`src/stl_pkg.sv`:
```
`default_nettype none
package stl_pkg;

  // lexer modes
  localparam logic [3:0] MODE_IDLE    = 4'd0;
  localparam logic [3:0] MODE_COMMENT = 4'd1;
  localparam logic [3:0] MODE_STRING  = 4'd2;
  localparam logic [3:0] MODE_ESCAPE  = 4'd3;
  localparam logic [3:0] MODE_CONST   = 4'd4;
  localparam logic [3:0] MODE_NUMBER  = 4'd5;
  localparam logic [3:0] MODE_SYMBOL  = 4'd6;
  localparam logic [3:0] MODE_DONE    = 4'd7;
  localparam logic [3:0] MODE_ERROR   = 4'd8;

  // result kinds
  localparam logic [1:0] RK_BYTE = 2'd0;
  localparam logic [1:0] RK_END  = 2'd1;
  localparam logic [1:0] RK_ERR  = 2'd2;

  // token kinds
  localparam logic [3:0] TK_OPEN    = 4'd0;
  localparam logic [3:0] TK_CLOSE   = 4'd1;
  localparam logic [3:0] TK_STRING  = 4'd2;
  localparam logic [3:0] TK_TRUE    = 4'd3;
  localparam logic [3:0] TK_FALSE   = 4'd4;
  localparam logic [3:0] TK_EOF     = 4'd5;
  localparam logic [3:0] TK_SYMBOL  = 4'd6;
  localparam logic [3:0] TK_REAL    = 4'd7;
  localparam logic [3:0] TK_INTEGER = 4'd8;

  // error codes
  localparam logic EC_STRING = 1'b0;
  localparam logic EC_CONST  = 1'b1;

  // characters
  localparam logic [7:0] CH_SEMI   = 8'h3B;
  localparam logic [7:0] CH_HASH   = 8'h23;
  localparam logic [7:0] CH_QUOTE  = 8'h22;
  localparam logic [7:0] CH_OPEN   = 8'h28;
  localparam logic [7:0] CH_CLOSE  = 8'h29;
  localparam logic [7:0] CH_DOT    = 8'h2E;
  localparam logic [7:0] CH_UNDER  = 8'h5F;
  localparam logic [7:0] CH_MINUS  = 8'h2D;
  localparam logic [7:0] CH_LOW_T  = 8'h74;
  localparam logic [7:0] CH_LOW_F  = 8'h66;
  localparam logic [7:0] CH_LOW_N  = 8'h6E;
  localparam logic [7:0] CH_CR     = 8'h0D;
  localparam logic [7:0] CH_LF     = 8'h0A;
  localparam logic [7:0] CH_TAB    = 8'h09;
  localparam logic [7:0] CH_SPACE  = 8'h20;
  localparam logic [7:0] CH_BSLASH = 8'h5C;

  localparam logic [23:0] LINE_MAX = 24'hFFFFFF;

  localparam int FIFO_DEPTH = 2;
  localparam int FIFO_AW    = 1;

  typedef struct packed {
    logic [1:0]  kind;
    logic [7:0]  ch;
    logic [3:0]  tk;
    logic        ec;
    logic [23:0] line;
  } res_t;

  localparam int RES_W = $bits(res_t);

  typedef struct packed {
    logic full;
    logic empty;
  } fifo_stat_t;

  function automatic logic is_space(input logic [7:0] c);
    return (c == CH_SPACE) || (c >= 8'd9 && c <= 8'd13);
  endfunction

  function automatic logic is_digit(input logic [7:0] c);
    return (c >= 8'h30) && (c <= 8'h39);
  endfunction

  function automatic logic is_word(input logic [7:0] c);
    return is_digit(c) || (c >= 8'h61 && c <= 8'h7A) || (c >= 8'h41 && c <= 8'h5A)
           || (c == CH_UNDER);
  endfunction

  function automatic logic is_delim(input logic [7:0] c);
    return (c == CH_QUOTE) || (c == CH_OPEN) || (c == CH_CLOSE) || (c == CH_SEMI);
  endfunction

  function automatic res_t mk_byte(input logic [7:0] c);
    res_t r;
    r = '0;
    r.kind = RK_BYTE;
    r.ch = c;
    return r;
  endfunction

  function automatic res_t mk_end(input logic [3:0] tk);
    res_t r;
    r = '0;
    r.kind = RK_END;
    r.tk = tk;
    return r;
  endfunction

  function automatic res_t mk_err(input logic ec, input logic [23:0] line);
    res_t r;
    r = '0;
    r.kind = RK_ERR;
    r.ec = ec;
    r.line = line;
    return r;
  endfunction

endpackage
`default_nettype wire

```
`src/sexpr_token_lexer.sv`:
```
`default_nettype none
// path: a byte accepted at a clock edge is written into the queue at that edge;
//   the back stage then loads the entry into its output register and offers it
// throughput: one byte per cycle while the queue is not full; a byte that causes
//   two results gives two output beats, and the two-entry queue between the lexer
//   front and the output stage absorbs that while it has room
// reset: synchronous, active low; clears lexer state, line count and queue
module sexpr_token_lexer #(
  parameter int MAX_TOKEN = 1024,
  localparam int LEN_W = $clog2(MAX_TOKEN + 1)
) (
  input  wire logic             clk,
  input  wire logic             rst_n,
  input  wire logic             in_valid,
  output logic                  in_ready,
  input  wire logic [7:0]       in_byte,
  input  wire logic             in_end_of_input,
  output logic                  out_valid,
  input  wire logic             out_ready,
  output logic [1:0]            out_res_kind,
  output logic [7:0]            out_char_value,
  output logic [3:0]            out_token_kind,
  output logic [LEN_W-1:0]      out_stored_length,
  output logic                  out_error_code,
  output logic [23:0]           out_error_line,
  output logic                  out_last
);
  import stl_pkg::*;

  // one queue entry: up to two results plus their lengths and a pair flag
  localparam int EW = 2 * RES_W + 2 * LEN_W + 1;

  logic          push, pop;
  logic [EW-1:0] push_data, pop_data;
  fifo_stat_t    stat;

  // front: mode tracking, classification, per-byte result generation
  stl_front #(.MAX_TOKEN(MAX_TOKEN), .LEN_W(LEN_W)) u_front (
    .clk       (clk),
    .rst_n     (rst_n),
    .in_valid  (in_valid),
    .in_ready  (in_ready),
    .in_byte   (in_byte),
    .in_end    (in_end_of_input),
    .stat      (stat),
    .push      (push),
    .push_data (push_data)
  );

  // decoupling queue
  stl_fifo #(.DW(EW)) u_fifo (
    .clk       (clk),
    .rst_n     (rst_n),
    .push      (push),
    .push_data (push_data),
    .pop       (pop),
    .pop_data  (pop_data),
    .stat      (stat)
  );

  // back: serializes each entry into one or two result beats
  stl_back #(.LEN_W(LEN_W)) u_back (
    .clk               (clk),
    .rst_n             (rst_n),
    .stat              (stat),
    .pop_data          (pop_data),
    .pop               (pop),
    .out_valid         (out_valid),
    .out_ready         (out_ready),
    .out_res_kind      (out_res_kind),
    .out_char_value    (out_char_value),
    .out_token_kind    (out_token_kind),
    .out_stored_length (out_stored_length),
    .out_error_code    (out_error_code),
    .out_error_line    (out_error_line),
    .out_last          (out_last)
  );

endmodule
`default_nettype wire

```
`src/stl_front.sv`:
```
`default_nettype none
module stl_front #(
  parameter int MAX_TOKEN = 1024,
  parameter int LEN_W = 11
) (
  input  wire logic             clk,
  input  wire logic             rst_n,
  input  wire logic             in_valid,
  output logic                  in_ready,
  input  wire logic [7:0]       in_byte,
  input  wire logic             in_end,
  input  wire stl_pkg::fifo_stat_t stat,
  output logic                  push,
  output logic [2*stl_pkg::RES_W+2*LEN_W:0] push_data
);
  import stl_pkg::*;

  localparam logic [LEN_W-1:0] MAXL = LEN_W'(MAX_TOKEN);

  logic [3:0]       mode_r, mode_nxt, i_mode;
  logic [LEN_W-1:0] cnt_r, cnt_nxt, i_cnt;
  logic [23:0]      line_r, line_nxt;
  logic [23:0]      sline_r, sline_nxt, i_sline;
  logic             dig_r, dig_nxt, i_dig;
  logic             nd_r, nd_nxt;
  logic [1:0]       dot_r, dot_nxt;
  logic [7:0]       first_r, first_nxt, i_first;
  logic             i_v, v0, v1, acc, term;
  res_t             i_res, r0, r1;
  logic [LEN_W-1:0] l0, l1;
  logic [7:0]       c, sb;
  logic [3:0]       num_tk;

  assign c = in_byte;
  assign in_ready = !stat.full;
  assign acc = in_valid && in_ready;
  assign term = is_space(c) || is_delim(c);

  always_comb begin
    line_nxt = line_r;
    if (!in_end && c == CH_LF && mode_r != MODE_ERROR && line_r != LINE_MAX) begin
      line_nxt = line_r + 24'd1;
    end
  end

  always_comb begin
    if (nd_r || !dig_r || dot_r > 2'd1) begin
      num_tk = TK_SYMBOL;
    end else if (dot_r == 2'd1) begin
      num_tk = TK_REAL;
    end else begin
      num_tk = TK_INTEGER;
    end
  end

  // byte handled from the idle mode
  always_comb begin
    i_v = 1'b0;
    i_res = '0;
    i_mode = MODE_IDLE;
    i_cnt = '0;
    i_first = first_r;
    i_dig = 1'b0;
    i_sline = sline_r;
    if (is_space(c)) begin
      i_mode = MODE_IDLE;
    end else if (c == CH_SEMI) begin
      i_mode = MODE_COMMENT;
    end else if (c == CH_OPEN) begin
      i_v = 1'b1;
      i_res = mk_end(TK_OPEN);
    end else if (c == CH_CLOSE) begin
      i_v = 1'b1;
      i_res = mk_end(TK_CLOSE);
    end else if (c == CH_QUOTE) begin
      i_sline = line_nxt;
      i_mode = MODE_STRING;
    end else if (c == CH_HASH) begin
      i_mode = MODE_CONST;
    end else begin
      i_v = 1'b1;
      i_res = mk_byte(c);
      i_cnt = LEN_W'(1);
      i_first = c;
      i_dig = is_digit(c);
      i_mode = (is_digit(c) || c == CH_MINUS) ? MODE_NUMBER : MODE_SYMBOL;
    end
  end

  always_comb begin
    if (in_end) begin
      sb = CH_SPACE;
    end else if (mode_r == MODE_ESCAPE && c == CH_LOW_N) begin
      sb = CH_LF;
    end else if (mode_r == MODE_ESCAPE && c == CH_LOW_T) begin
      sb = CH_TAB;
    end else begin
      sb = c;
    end
  end

  always_comb begin
    mode_nxt = mode_r;
    cnt_nxt = cnt_r;
    sline_nxt = sline_r;
    dig_nxt = dig_r;
    nd_nxt = nd_r;
    dot_nxt = dot_r;
    first_nxt = first_r;
    v0 = 1'b0;
    v1 = 1'b0;
    r0 = '0;
    r1 = '0;
    l0 = '0;
    l1 = '0;
    if (!in_end) begin
      case (mode_r)
        MODE_IDLE: begin
          v0 = i_v;
          r0 = i_res;
          mode_nxt = i_mode;
          cnt_nxt = i_cnt;
          first_nxt = i_first;
          dig_nxt = i_dig;
          nd_nxt = 1'b0;
          dot_nxt = 2'd0;
          sline_nxt = i_sline;
        end
        MODE_COMMENT: begin
          if (c == CH_LF) begin
            mode_nxt = MODE_IDLE;
          end
        end
        MODE_STRING, MODE_ESCAPE: begin
          if (mode_r == MODE_STRING && c == CH_QUOTE) begin
            v0 = 1'b1;
            r0 = mk_end(TK_STRING);
            l0 = cnt_r;
            mode_nxt = MODE_IDLE;
          end else if (mode_r == MODE_STRING && c == CH_CR) begin
            mode_nxt = MODE_STRING;
          end else if (mode_r == MODE_STRING && c == CH_BSLASH) begin
            mode_nxt = MODE_ESCAPE;
          end else begin
            mode_nxt = MODE_STRING;
            if (cnt_r < MAXL) begin
              v0 = 1'b1;
              r0 = mk_byte(sb);
              cnt_nxt = cnt_r + 1'b1;
              if (cnt_r == '0) begin
                first_nxt = sb;
              end
            end
          end
        end
        MODE_CONST: begin
          if (is_word(c)) begin
            if (cnt_r < MAXL) begin
              v0 = 1'b1;
              r0 = mk_byte(c);
              cnt_nxt = cnt_r + 1'b1;
              if (cnt_r == '0) begin
                first_nxt = c;
              end
            end
          end else if (cnt_r == LEN_W'(1) && (first_r == CH_LOW_T || first_r == CH_LOW_F)) begin
            v0 = 1'b1;
            r0 = mk_end((first_r == CH_LOW_T) ? TK_TRUE : TK_FALSE);
            l0 = cnt_r;
            v1 = i_v;
            r1 = i_res;
            mode_nxt = i_mode;
            cnt_nxt = i_cnt;
            first_nxt = i_first;
            dig_nxt = i_dig;
            nd_nxt = 1'b0;
            dot_nxt = 2'd0;
            sline_nxt = i_sline;
          end else begin
            v0 = 1'b1;
            r0 = mk_err(EC_CONST, line_nxt);
            mode_nxt = MODE_ERROR;
          end
        end
        MODE_NUMBER, MODE_SYMBOL: begin
          if (term) begin
            v0 = 1'b1;
            r0 = mk_end((mode_r == MODE_NUMBER) ? num_tk : TK_SYMBOL);
            l0 = cnt_r;
            v1 = i_v;
            r1 = i_res;
            mode_nxt = i_mode;
            cnt_nxt = i_cnt;
            first_nxt = i_first;
            dig_nxt = i_dig;
            nd_nxt = 1'b0;
            dot_nxt = 2'd0;
            sline_nxt = i_sline;
          end else begin
            if (mode_r == MODE_NUMBER) begin
              if (is_digit(c)) begin
                dig_nxt = 1'b1;
              end else if (c == CH_DOT) begin
                if (dot_r < 2'd2) begin
                  dot_nxt = dot_r + 2'd1;
                end
              end else if (is_word(c)) begin
                nd_nxt = 1'b1;
              end
            end
            if (cnt_r < MAXL) begin
              v0 = 1'b1;
              r0 = mk_byte(c);
              cnt_nxt = cnt_r + 1'b1;
              if (cnt_r == '0) begin
                first_nxt = c;
              end
            end
          end
        end
        default: begin
          mode_nxt = mode_r;
        end
      endcase
    end else begin
      case (mode_r)
        MODE_IDLE, MODE_COMMENT, MODE_DONE: begin
          v0 = 1'b1;
          r0 = mk_end(TK_EOF);
          mode_nxt = MODE_DONE;
        end
        MODE_STRING, MODE_ESCAPE: begin
          mode_nxt = MODE_ERROR;
          v0 = 1'b1;
          if (cnt_r < MAXL) begin
            r0 = mk_byte(sb);
            v1 = 1'b1;
            r1 = mk_err(EC_STRING, sline_r);
          end else begin
            r0 = mk_err(EC_STRING, sline_r);
          end
        end
        MODE_CONST: begin
          v0 = 1'b1;
          if (cnt_r == LEN_W'(1) && (first_r == CH_LOW_T || first_r == CH_LOW_F)) begin
            r0 = mk_end((first_r == CH_LOW_T) ? TK_TRUE : TK_FALSE);
            l0 = cnt_r;
            v1 = 1'b1;
            r1 = mk_end(TK_EOF);
            mode_nxt = MODE_DONE;
          end else begin
            r0 = mk_err(EC_CONST, line_r);
            mode_nxt = MODE_ERROR;
          end
        end
        MODE_NUMBER, MODE_SYMBOL: begin
          v0 = 1'b1;
          r0 = mk_end((mode_r == MODE_NUMBER) ? num_tk : TK_SYMBOL);
          l0 = cnt_r;
          v1 = 1'b1;
          r1 = mk_end(TK_EOF);
          mode_nxt = MODE_DONE;
        end
        default: begin
          mode_nxt = mode_r;
        end
      endcase
    end
  end

  assign push = acc && v0;
  assign push_data = {r0, l0, r1, l1, v1};

  always_ff @(posedge clk) begin
    if (!rst_n) begin
      mode_r <= MODE_IDLE;
      cnt_r <= '0;
      line_r <= '0;
      sline_r <= '0;
      dig_r <= 1'b0;
      nd_r <= 1'b0;
      dot_r <= 2'd0;
      first_r <= '0;
    end else if (acc) begin
      mode_r <= mode_nxt;
      cnt_r <= cnt_nxt;
      line_r <= line_nxt;
      sline_r <= sline_nxt;
      dig_r <= dig_nxt;
      nd_r <= nd_nxt;
      dot_r <= dot_nxt;
      first_r <= first_nxt;
    end
  end

`ifndef SYNTHESIS
  a_error_sticks: assert property (@(posedge clk) disable iff (!rst_n)
    (mode_r == MODE_ERROR) |=> (mode_r == MODE_ERROR))
    else $error("error mode left without reset");
  a_error_silent: assert property (@(posedge clk) disable iff (!rst_n)
    (mode_r == MODE_ERROR) |-> !push)
    else $error("result produced while halted");
  a_count_bound: assert property (@(posedge clk) disable iff (!rst_n)
    cnt_r <= MAXL)
    else $error("token count beyond limit");
`endif
endmodule
`default_nettype wire

```
`src/stl_fifo.sv`:
```
`default_nettype none
module stl_fifo #(
  parameter int DW = 99
) (
  input  wire logic          clk,
  input  wire logic          rst_n,
  input  wire logic          push,
  input  wire logic [DW-1:0] push_data,
  input  wire logic          pop,
  output logic [DW-1:0]      pop_data,
  output stl_pkg::fifo_stat_t stat
);
  import stl_pkg::*;

  logic [DW-1:0]        mem [FIFO_DEPTH];
  logic [FIFO_AW-1:0]   wptr_r, rptr_r;
  logic [FIFO_AW:0]     count_r;

  assign stat.full = (count_r == (FIFO_AW+1)'(FIFO_DEPTH));
  assign stat.empty = (count_r == '0);
  assign pop_data = mem[rptr_r];

  always_ff @(posedge clk) begin
    if (push) begin
      mem[wptr_r] <= push_data;
    end
  end

  always_ff @(posedge clk) begin
    if (!rst_n) begin
      wptr_r <= '0;
      rptr_r <= '0;
      count_r <= '0;
    end else begin
      if (push) begin
        wptr_r <= wptr_r + 1'b1;
      end
      if (pop) begin
        rptr_r <= rptr_r + 1'b1;
      end
      if (push && !pop) begin
        count_r <= count_r + 1'b1;
      end else if (pop && !push) begin
        count_r <= count_r - 1'b1;
      end
    end
  end

`ifndef SYNTHESIS
  a_no_overflow: assert property (@(posedge clk) disable iff (!rst_n)
    (stat.full && push) |-> pop)
    else $error("queue overflow");
`endif
endmodule
`default_nettype wire

```
`src/stl_back.sv`:
```
`default_nettype none
module stl_back #(
  parameter int LEN_W = 11
) (
  input  wire logic              clk,
  input  wire logic              rst_n,
  input  wire stl_pkg::fifo_stat_t stat,
  input  wire logic [2*stl_pkg::RES_W+2*LEN_W:0] pop_data,
  output logic                   pop,
  output logic                   out_valid,
  input  wire logic              out_ready,
  output logic [1:0]             out_res_kind,
  output logic [7:0]             out_char_value,
  output logic [3:0]             out_token_kind,
  output logic [LEN_W-1:0]       out_stored_length,
  output logic                   out_error_code,
  output logic [23:0]            out_error_line,
  output logic                   out_last
);
  import stl_pkg::*;

  logic [2*RES_W+2*LEN_W:0] cur_r;
  logic                     cur_v_r, idx_r, done, beat;
  res_t                     r0, r1, sel;
  logic [LEN_W-1:0]         l0, l1;
  logic                     two;

  assign {r0, l0, r1, l1, two} = cur_r;
  assign sel = idx_r ? r1 : r0;

  assign out_valid = cur_v_r;
  assign out_res_kind = sel.kind;
  assign out_char_value = sel.ch;
  assign out_token_kind = sel.tk;
  assign out_stored_length = idx_r ? l1 : l0;
  assign out_error_code = sel.ec;
  assign out_error_line = sel.line;
  assign out_last = idx_r || !two;

  assign beat = cur_v_r && out_ready;
  assign done = beat && out_last;
  assign pop = (!cur_v_r || done) && !stat.empty;

  always_ff @(posedge clk) begin
    if (pop) begin
      cur_r <= pop_data;
    end
  end

  always_ff @(posedge clk) begin
    if (!rst_n) begin
      cur_v_r <= 1'b0;
      idx_r <= 1'b0;
    end else if (pop) begin
      cur_v_r <= 1'b1;
      idx_r <= 1'b0;
    end else if (done) begin
      cur_v_r <= 1'b0;
      idx_r <= 1'b0;
    end else if (beat) begin
      idx_r <= 1'b1;
    end
  end

`ifndef SYNTHESIS
  a_second_needs_pair: assert property (@(posedge clk) disable iff (!rst_n)
    (cur_v_r && idx_r) |-> two)
    else $error("second beat of a single-result entry");
`endif
endmodule
`default_nettype wire

```
`config.mk`:
```
export PLATFORM = sky130hd
export DESIGN_NAME = sexpr_token_lexer
export DESIGN_NICKNAME = d
export VERILOG_FILES = /design/src/stl_pkg.sv /design/src/sexpr_token_lexer.sv /design/src/stl_front.sv /design/src/stl_fifo.sv /design/src/stl_back.sv
export SDC_FILE = /design/constraint.sdc
export NUM_CORES = 1
export LEC_CHECK = 0
export ABC_AREA = 1
export CELL_PAD_IN_SITES_DETAIL_PLACEMENT = 1
export CELL_PAD_IN_SITES_GLOBAL_PLACEMENT = 2
export CORE_UTILIZATION = 43
export DETAILED_ROUTE_END_ITERATION = 10
export DONT_BUFFER_PORTS = 1
export PLACE_DENSITY = 0.86
export REMOVE_ABC_BUFFERS = 1
export SYNTH_ARGS = -nofsm -noshare
export SYNTH_HDL_FRONTEND = slang
export SYNTH_HIERARCHICAL = 1
export SYNTH_SLANG_ARGS = --single-unit
```
`constraint.sdc`:
```
create_clock -name clk -period 7.8 [get_ports clk]
set_input_delay 0.39 -clock clk [delete_from_list [all_inputs] [get_ports clk]]
set_output_delay 0.39 -clock clk [all_outputs]
set_load 0.03 [all_outputs]
```
==> run summary <==
max-slew violations: 0
Clock Pin Slew Worst Setup and Hold Paths: 0.06 ns
Post-synth top flop: edfxtp_1
RSZ-0062 raised after global routing: false
clk buf depth: 3
Yosys reg bits: 385
Ports: 66
Final nets: 1,720
DRC violations left: 0
Slowest-stage cell, CP: buf_4
First DRT Iteration DRCs: 856
cell family with most CP delay: buffers and inverters
Startpoint Class: register
count of yosys warnings during synthesis: 6
EDFF count, synth: 303
CTS Hold Bufs: 3
CP Class: reg2reg
VDD IR-drop max: 176 uV
endpoints failing setup: 0
fin crit share: 0.514
hpwl dp: 31,500 um
met3 WL: 2490 um
Slew HR: 0.293
RD Place Congestion: 0.956
routed vias/inst: 5.41
gr usage total: 0.221
post-cts sizing count: 0
Hold Path Class: in2reg
clock skew: 0.0202 ns
fmax: 250 MHz
CTS tree: built
PwrDens: 354 nW/um^2
drt pass-1 iters: 5
crit path capture type: register
die width: 207 um
met1 wire length: 21,400 um
Yosys cell types: 52
cts bufs inserted: 42
drt total wl: 47,000 um
largest net degree at the start of global routing: 74
worst-skew pair later-pin latency: 0.54 ns
area growth from synthesis to layout: 8.86%
mapped cell area: 18,200 um^2
WP data arrival: 4.15 ns
Clk Tree Root Cell: clkbuf_16
layout cell share with drive strength beyond 1: 0.147
Die Y: 207 um
outcome: finished, final reports clean
gr ovfl total: 0
Finished Core Util: 0.480
DR WL met2: 22,000 um
post-synthesis cell count: 1,711
first-pass GRT wire length: 74,700 um
Max Used Layer: met4
peak per-stage delay on the critical path: 0.83 ns
initial antenna violation count: 1
Die ar.: 43,000 um^2
H-tree Lvls: 2
Tmin final: 4.01 ns
drt wl/cell: 20.7 um
clock sinks: 385
setup bufs post-CTS: 0
Final Hold Viols: 0
Leak: 0.00745 uW
vias: 12,248
most frequent CP cell: nand2_1
Worst EP required: 7.95 ns
register area share after synthesis: 0.592
row cnt: 74
max-cap violation count: 0
initial core utilization: 0.441
vias in the first global route: 12,949
core area: 41,200 um^2
worst path buffer plus inverter count: 4
CP max FO: 73
Slew @ Worst Pin: 1.06 ns
Routed Antenna Nets: 0
cells along the critical path: nand2_2, inv_1, nand2_1, nor2_2, inv_1, nand2_1, a21oi_1, nand3_1, a21oi_1, nor2_1, nand2_1, inv_4, buf_4
Syn Area/Cell: 10.6 um^2
Port Buf Inserts: 0
setup TNS: 0 ns
commonest non-fill, non-tap cell in the layout: nand2_1
antenna cell count: 0
most frequent cells in the layout: nand2_1, edfxtp_1, nor2_1
fraction of registers with async set/reset: 0
## sequential cells by signal, indices dropped and copies added (netlist names), 4 cells and up, named ones only
| register | cells |
|---|---|
| u_back/cur_r | 101 |
| u_fifo/mem | 202 |
| u_front/cnt_r | 11 |
| u_front/first_r | 8 |
| u_front/line_r | 24 |
| u_front/mode_r | 4 |
| u_front/sline_r | 24 |
## routing by layer
metal / vias to the layer above / GRT usage
li1: 5816 / -
met1: 6043 / 0.302
met2: 311 / 0.362
met3: 78 / 0.0390
met4: 0 / 0.0651
met5: - / 0
## cell type report
| class | count | area, um^2 |
|---|---|---|
| fill | 4458 | 21400 |
| sequential | 385 | 10700 |
| multi-input combinational | 1107 | 6300 |
| clock buffer | 52 | 1130 |
| tap | 532 | 666 |
| inverter | 151 | 574 |
| clock inverter | 24 | 213 |
| timing repair buffer | 14 | 135 |
## report_power, final
part	switching, uW	internal, uW	leakage, uW	total [uW]
logic	1380	613	0.00325	2000
registers	239	2840	0.00355	3080
clock network	791	1130	0.000648	1920
## synthesized netlist by cell type (3+ instances only)
library cell / instances / share of area
nor2_1: 151 / 0.031
inv_1: 125 / 0.026
nand2_2: 13 / 0.0045
o211ai_1: 5 / 0.0021
buf_4: 16 / 0.0066
mux2_4: 90 / 0.074
a21oi_1: 70 / 0.019
o31ai_1: 5 / 0.0021
a22oi_1: 30 / 0.012
buf_1: 3 / 0.00062
o21ai_0: 79 / 0.022
nand3_4: 3 / 0.0029
nand4_1: 19 / 0.0065
nor2_4: 4 / 0.0025
mux2_2: 11 / 0.0068
a21oi_4: 3 / 0.0027
ha_1: 6 / 0.0041
inv_2: 22 / 0.0045
nand2_4: 4 / 0.0025
edfxtp_1: 303 / 0.50
nor3_1: 24 / 0.0066
o21ai_1: 35 / 0.0097
clkbuf_1: 23 / 0.0048
nor4_1: 7 / 0.0024
xor2_1: 18 / 0.0087
o21ai_2: 3 / 0.0014
nand2_1: 406 / 0.084
buf_2: 21 / 0.0058
nand3_1: 73 / 0.020
a21oi_2: 3 / 0.0014
buf_6: 8 / 0.0050
dfxtp_1: 82 / 0.090
buf_12: 9 / 0.0099
nor2_2: 12 / 0.0041
## cell families after synthesis
group | after synthesis | share of synthesized area
compound gates | 241 | 0.0760
xor+xnor | 20 | 0.00965
fa+ha+maj | 6 | 0.00414
buf+inv | 232 | 0.0645
flops | 385 | 0.592
mux | 102 | 0.0818
other cells | 1 | 0.000207
simple gates | 724 | 0.172
## stage by stage
stage | hold slack [ns] | instance area (um^2) | total power (uW) | instances | setup slack (ns)
2_1_floorplan | 0.442 | 17600 | 4670 | 1643 | 1.40
3_3_place_gp | 0.458 | 18400 | 5040 | 2186 | 4.10
3_5_place_dp | 0.467 | 18400 | 5120 | 2186 | 3.82
4_1_cts | 0.000877 | 19800 | 7070 | 2265 | 3.80
5_1_grt | 0.00620 | 19800 | 7340 | 2265 | 3.57
6_report | 0.0295 | 19800 | 6990 | 2265 | 3.79
## worst register-to-register path: stages, from the launching register on
cell and delay (ns):
dfxtp_1 0.49, nand2_2 0.19, inv_1 0.35, nand2_1 0.13
nor2_2 0.24, inv_1 0.12, nand2_1 0.08, a21oi_1 0.04
nand3_1 0.10, a21oi_1 0.09, nor2_1 0.29, nand2_1 0.17
inv_4 0.36, buf_4 0.86
## worst paths after layout
kind	startpoint	end	slack, ns	cells after the start
hold reg to reg	u_front/sline_r[13]$_SDFFE_PN0P_	u_front/sline_r[13]$_SDFFE_PN0P_	0.47	2
setup / recovery	u_front/mode_r[1]$_SDFFE_PN0P_	u_fifo/mem[1][41]$_DFFE_PP_	3.79	13
hold / removal	rst_n	u_fifo/wptr_r$_SDFFE_PN0P_	0.03	2
setup reg to reg	u_front/mode_r[1]$_SDFFE_PN0P_	u_fifo/mem[1][41]$_DFFE_PP_	3.79	13
No activity file was read; power rests on OpenSTA's default activity.
